## src/design/bip_pkg.sv

```systemverilog
// shared types and constants of the breakpoint interpolation player
package bip_pkg;

  localparam int unsigned TimeW   = 32;
  localparam int unsigned ValW    = 16;
  localparam int unsigned StatusW = 2;
  localparam int unsigned MagW    = ValW + 1;
  localparam int unsigned ProdW   = MagW + TimeW;
  localparam int unsigned NumW    = ProdW + 1;
  localparam int unsigned DivCntW = $clog2(NumW + 1);

  localparam logic OpTick = 1'b0;
  localparam logic OpLoad = 1'b1;

  localparam logic [StatusW-1:0] StatusOk    = 2'd0;
  localparam logic [StatusW-1:0] StatusEmpty = 2'd1;
  localparam logic [StatusW-1:0] StatusFull  = 2'd2;

  typedef enum logic [3:0] {
    StIdle,
    StStart,
    StSrchRd,
    StSrchCmp,
    StShRd,
    StShWr,
    StIns,
    StOvr,
    StMul,
    StDivInit,
    StDiv,
    StResp
  } state_e;

  typedef enum logic [2:0] {
    ResOk,
    ResEmpty,
    ResFull,
    ResCur,
    ResPrev,
    ResLoop,
    ResInterp
  } res_sel_e;

  typedef struct packed {
    logic     accept;
    logic     capture;
    logic     k_inc;
    logic     set_j;
    logic     sh_rd;
    logic     sh_wr;
    logic     ins_wr;
    logic     ovr_wr;
    logic     mul;
    logic     div_init;
    logic     div_step;
    logic     out_load;
    res_sel_e res_sel;
  } cmd_t;

  typedef struct packed {
    logic op_load;
    logic count_zero;
    logic full;
    logic k_at_end;
    logic k_zero;
    logic hit;
    logic eq;
    logic j_at_i;
    logic den_zero;
    logic div_done;
    logic out_free;
    logic loop;
  } stat_t;

endpackage

```

## src/design/bip_ctrl.sv

```systemverilog
// controller state machine of the breakpoint interpolation player
module bip_ctrl (
  input  logic          clk_i,
  input  logic          rst_ni,
  input  logic          in_valid_i,
  output logic          in_ready_o,
  input  bip_pkg::stat_t stat_i,
  output bip_pkg::cmd_t  cmd_o
);
  import bip_pkg::*;

  state_e   state_q, state_d;
  res_sel_e res_q, res_d;

  always_ff @(posedge clk_i or negedge rst_ni) begin
    if (!rst_ni) begin
      state_q <= StIdle;
      res_q   <= ResOk;
    end else begin
      state_q <= state_d;
      res_q   <= res_d;
    end
  end

  // next state
  always_comb begin
    state_d = state_q;
    res_d   = res_q;
    unique case (state_q)
      StIdle: begin
        if (in_valid_i) begin
          state_d = StStart;
        end
      end
      StStart: begin
        if (!stat_i.op_load && stat_i.count_zero) begin
          res_d   = ResEmpty;
          state_d = StResp;
        end else begin
          state_d = StSrchRd;
        end
      end
      StSrchRd: begin
        if (!stat_i.k_at_end) begin
          state_d = StSrchCmp;
        end else if (stat_i.op_load) begin
          if (stat_i.full) begin
            res_d   = ResFull;
            state_d = StResp;
          end else begin
            state_d = StShRd;
          end
        end else begin
          res_d   = stat_i.loop ? ResLoop : ResPrev;
          state_d = StResp;
        end
      end
      StSrchCmp: begin
        if (!stat_i.hit) begin
          state_d = StSrchRd;
        end else if (stat_i.op_load) begin
          if (stat_i.eq) begin
            state_d = StOvr;
          end else if (stat_i.full) begin
            res_d   = ResFull;
            state_d = StResp;
          end else begin
            state_d = StShRd;
          end
        end else if (stat_i.k_zero) begin
          res_d   = ResCur;
          state_d = StResp;
        end else begin
          state_d = StMul;
        end
      end
      StShRd:    state_d = stat_i.j_at_i ? StIns : StShWr;
      StShWr:    state_d = StShRd;
      StIns: begin
        res_d   = ResOk;
        state_d = StResp;
      end
      StOvr: begin
        res_d   = ResOk;
        state_d = StResp;
      end
      StMul:     state_d = StDivInit;
      StDivInit: begin
        if (stat_i.den_zero) begin
          res_d   = ResCur;
          state_d = StResp;
        end else begin
          state_d = StDiv;
        end
      end
      StDiv: begin
        if (stat_i.div_done) begin
          res_d   = ResInterp;
          state_d = StResp;
        end
      end
      StResp: begin
        if (stat_i.out_free) begin
          state_d = StIdle;
        end
      end
      default: state_d = StIdle;
    endcase
  end

  // outputs
  always_comb begin
    cmd_o         = '0;
    cmd_o.res_sel = res_q;
    in_ready_o    = 1'b0;
    unique case (state_q)
      StIdle: begin
        in_ready_o   = 1'b1;
        cmd_o.accept = in_valid_i;
      end
      StStart: ;
      StSrchRd: ;
      StSrchCmp: begin
        cmd_o.capture = 1'b1;
        cmd_o.k_inc   = !stat_i.hit;
        cmd_o.set_j   = stat_i.hit && stat_i.op_load && !stat_i.eq;
      end
      StShRd:    cmd_o.sh_rd = !stat_i.j_at_i;
      StShWr:    cmd_o.sh_wr = 1'b1;
      StIns:     cmd_o.ins_wr = 1'b1;
      StOvr:     cmd_o.ovr_wr = 1'b1;
      StMul:     cmd_o.mul = 1'b1;
      StDivInit: cmd_o.div_init = 1'b1;
      StDiv:     cmd_o.div_step = !stat_i.div_done;
      StResp:    cmd_o.out_load = stat_i.out_free;
      default: ;
    endcase
    // load not found at end of table: insertion point is the count
    if (state_q == StSrchRd && stat_i.k_at_end && stat_i.op_load && !stat_i.full) begin
      cmd_o.set_j = 1'b1;
    end
  end
endmodule

```

## config.mk

```make
export PLATFORM = sky130hd
export DESIGN_NAME = bip_ctrl
export DESIGN_NICKNAME = d
export VERILOG_FILES = /design/src/design/bip_pkg.sv /design/src/design/bip_ctrl.sv
export SDC_FILE = /design/constraint.sdc
export NUM_CORES = 1
export LEC_CHECK = 0
export BUFFER_PORTS_ARGS = -buffer_cell sky130_fd_sc_hd__buf_4
export CAP_MARGIN = 20
export CORE_MARGIN = 3
export CORE_UTILIZATION = 52
export DETAILED_ROUTE_END_ITERATION = 10
export PLACE_DENSITY = 0.85
export SYNTH_ARGS = -nofsm -noshare
export SYNTH_HDL_FRONTEND = slang
export SYNTH_SLANG_ARGS = --single-unit
```

## constraint.sdc

```tcl
create_clock -name clk_i -period 4.94 [get_ports clk_i]
set_input_delay 0.741 -clock clk_i [delete_from_list [all_inputs] [get_ports clk_i]]
set_output_delay 0.741 -clock clk_i [all_outputs]
set_load 0.005 [all_outputs]
```

== Word level (Yosys, flattened, before mapping) ==
Index checks and enable logic that the tools add are counted.

* Bits in registers: 7
* Bits of input ports: 15

* Equality and inequality tests: 20
* Multiplexer cells: 38
* Reductions and logical operators: 17

{| class="wikitable"
|+ Operators by type and width
! operator !! number
|-
| case mux 4 bit (11 select lines) || 1
|-
| 2-to-1 mux 4 bit || 10
|-
| 2-to-1 mux 3 bit || 11
|-
| case mux 3 bit (6 select lines) || 1
|-
| == test 4 x 3 -> 1 bit (second input constant) || 4
|-
| == test 4 bit (second input constant) || 4
|-
| inequality test 2 bit (second input constant) || 7
|-
| 2-to-1 mux 1 bit || 13
|-
| == test 4 x 2 -> 1 bit (second input constant) || 2
|-
| AND reduction 8 bit || 1
|-
| logical AND 1 bit || 6
|-
| zero test 1 bit || 6
|-
| inequality test 3 bit (second input constant) || 2
|-
| nonzero test 6 bit || 1
|-
| == test 4 x 1 -> 1 bit (second input constant) || 1
|-
| zero test 4 bit || 1
|-
| 2-to-1 mux 2 bit || 2
|-
| AND reduction 3 bit || 1
|-
| OR reduction 2 bit || 1
|}

== Depth between registers and ports, before layout ==
* Word-level depth: 5
* Gate-level depth with buffers: 6
* Gate-level depth less buffers: 5

== Least setup slack after synthesis ==
OpenSTA, ideal clock, no wires.

* Kind: register to output
* Start: register state_q[0]
* End: output cmd_o[11] (netlist bit)
* Data arrival time: 1.194 ns
* Data required time: 4.199 ns
* Path slack: 3.005 ns
* Cell stages (with the launch flop): 7
* Buffers on the path: 2
* Cells stage by stage: dfrtp_1 buf_2 buf_2 nor2b_1 nand3_1 o22ai_1 and2_1

{| class="wikitable"
|+ RTL lines
! what !! line !! RTL
|-
| start, declared || bip_ctrl.sv:12 || <nowiki>state_e state_q, state_d;</nowiki>
|-
| start signal, assigned || bip_ctrl.sv:17 || <nowiki>state_q <= StIdle;</nowiki>
|-
| start signal, assigned || bip_ctrl.sv:20 || <nowiki>state_q <= state_d;</nowiki>
|-
| end, declared || bip_ctrl.sv:8 || <nowiki>output bip_pkg::cmd_t cmd_o</nowiki>
|}

==> flow_summary.ini <==
[sta]
post-route-period-util_pct = 53.0
clock_skew_ns = 0.000427
slew_headroom_pct = 59.0
max_slew.worst_pin.slew_ns = 0.614
setup_tns_ns = 0
rsz0062_at_grt = no
slew_viol_final = 0
fmax_mhz = 382
finalSetupViolCount = 0
setup_slack_ns = 2.32
hold_violations = 0
min_period_ns = 2.62

[clocking]
htree_levels = 1
clock-sinks = 7
post_cts_buffers = 0
clkTransAtPathRegs_ns = 0.05
clk_path_buf_depth = 2
clk_latency_ns = 0.25
cts_inserted_buffers = 3
post_cts_resized = 0
cts_hold_buf = 0
clock-root-buffer = clkbuf_4
cts_tree = built

[logic_synthesis]
yosysSeqAreaShare_pct = 20.8
synth_cells = 114
syn_area_sq_um = 842
ys_ff_latch = 7
synth.distinct_cells = 45
synth_area_per_cell_sq_um = 7.39
synth_edf_count = 0
ys_warn_count = 0
synthArstFlopShare_pct = 100
syn_nets = 129
synth-main-ff-cell = dfrtp_1

[worst_setup_path]
path_max_fanout = 24
endpoint_kind = output pin
arrival_ns = 1.88
required_ns = 4.20
cp-start-kind = flop
crit_type = flop to output pin

[layout]
fin_nets = 155
syn_to_final_growth_pct = 25.7
final_area_sq_mm = 0.00106
num_antenna_cells = 0
drive_gt1_share_pct = 28.8
stdcell_count = 154

[min_path]
hold_class = input port to async pin

[die]
io_pins = 31
start_util_pct = 59.5
die_w_microns = 46.2
die_h_microns = 46.2
core-area_sq_mm = 0.00142
rows = 13
die-area_sq_mm = 0.00214

[power]
p_per_area_mw_per_mm2 = 570
ir_drop_mv = 0.489
power.leakage_nw = 0.486

[drt]
route.top_layer_used = met4
post_drt_via_cell_ratio = 6.30
num_vias = 970
ant_nets = 0
wirelength_mm = 2.35
drt_pre_antenna_iters = 4
wire_per_inst_microns = 15.3
drt_iter0_markers = 38
met1Wirelength_microns = 977
drc = 0
dr_wl_met2_mm = 1.14
met3_length_microns = 198

[grt]
grt_max_degree = 25
grt_pass1_wl_mm = 3.77
grt_antenna_before_repair = 0
grt.total_usage_pct = 24.6
first_global_vias = 808
gr-total-overflow = 0

[run]
max_cap_violations = 0

[placement]
dp.cells = 150
portBuffers = 30
dp_hpwl_mm = 1.86
place_congestion = 0.874
pre_cts_ws_ns = 2.63
placed_area_sq_mm = 0.00103

[outcome]
status = complete, no violations
[worst paths after layout]
kind | from | end | slack, ns | depth (start not counted)
worst max-delay path | state_q[0] | cmd_o[11] | 2.32 | 5
worst min-delay path | rst_ni | state_q[2] | 0.29 | 1
worst max register to register | state_q[0] | res_q[2] | 2.87 | 5
worst min register to register | res_q[2] | res_q[2] | 0.51 | 1
max in group asynchronous | rst_ni | state_q[0] | 4.54 | 1
min in group clk_i | res_q[2] | res_q[2] | 0.51 | 1
[cell families after synthesis]
kind of cell / after synthesis / synth area share (%)
buffers and inverters: 16 / 9.51
muxes: 1 / 1.78
AOI/OAI and AO/OA: 36 / 31.1
DFF: 7 / 20.8
and+or+nand+nor: 54 / 36.9
[metrics by stage]
stage          hold slack (ns)  power, W  util (%)
2_1_floorplan            0.445  0.000441         -
3_3_place_gp             0.491  0.000535      72.9
3_5_place_dp             0.496  0.000546      72.9
4_1_cts                  0.284  0.000601      74.8
5_1_grt                  0.276  0.000659      74.8
6_report                 0.289  0.000603      74.8
[cell type report]
type | instances | area, sq um
Sequential cell | 7 | 175
Tap cell | 15 | 18.8
Fill cell | 111 | 357
Timing Repair Buffer | 30 | 225
Inverter | 7 | 26.3
Clock buffer | 4 | 26.3
Multi-Input combinational cell | 91 | 587
[sequential cells by signal (all words and copies together), names as in the netlist]
signal   count
res_q        3
state_q      4
[cells in the final DEF (no fill, tap or decap), drive strengths merged, types with 3 or more instances in the layout]
master | Yosys | routed
inv | 7 | 7
dfrtp | 7 | 7
and2 | 3 | 3
buf | 6 | 30
o21ai | 10 | 10
nor3 | 6 | 6
nor2b | 4 | 4
nor3b | 3 | 3
nand2b | 7 | 7
nand2 | 5 | 5
clkbuf | 3 | 4
a21oi | 7 | 7
nor2 | 15 | 15
[synth_stat cells, types with 2 or more instances]
cell	count	share of area (%)
a21oi_1	7	4.2
and2_1	3	2.2
and4bb_1	2	3.0
buf_2	4	2.4
buf_6	2	2.7
clkbuf_1	3	1.3
dfrtp_1	7	21
inv_1	7	3.1
nand2_1	4	1.8
nand2b_1	7	5.2
nand3_1	2	1.2
nor2_1	15	6.7
nor2b_1	4	3.0
nor3_1	6	3.6
nor3b_1	3	2.7
o21ai_0	8	4.8
o21ai_1	2	1.2
[report_power, final]
group | switching [W] | internal [W]
combinational | 0.000188 | 0.000202
clock | 0.0000211 | 0.0000308
sequential | 0.0000767 | 0.0000838
[worst max-delay path, cell delays in order (launching register included)]
cell	delay (ns)
dfrtp_1	0.73
and4bb_1	0.43
nand2_1	0.11
o22ai_1	0.12
and2_1	0.13
buf_4	0.10
[per-layer routing]
layer  track usage, %  vias to the layer above
met3             6.25                        7
met2             38.7                       49
li1                 -                      475
met5                0                        -
met4             7.39                        0
met1             32.8                      439
Power figures use the tool's default switching activity.
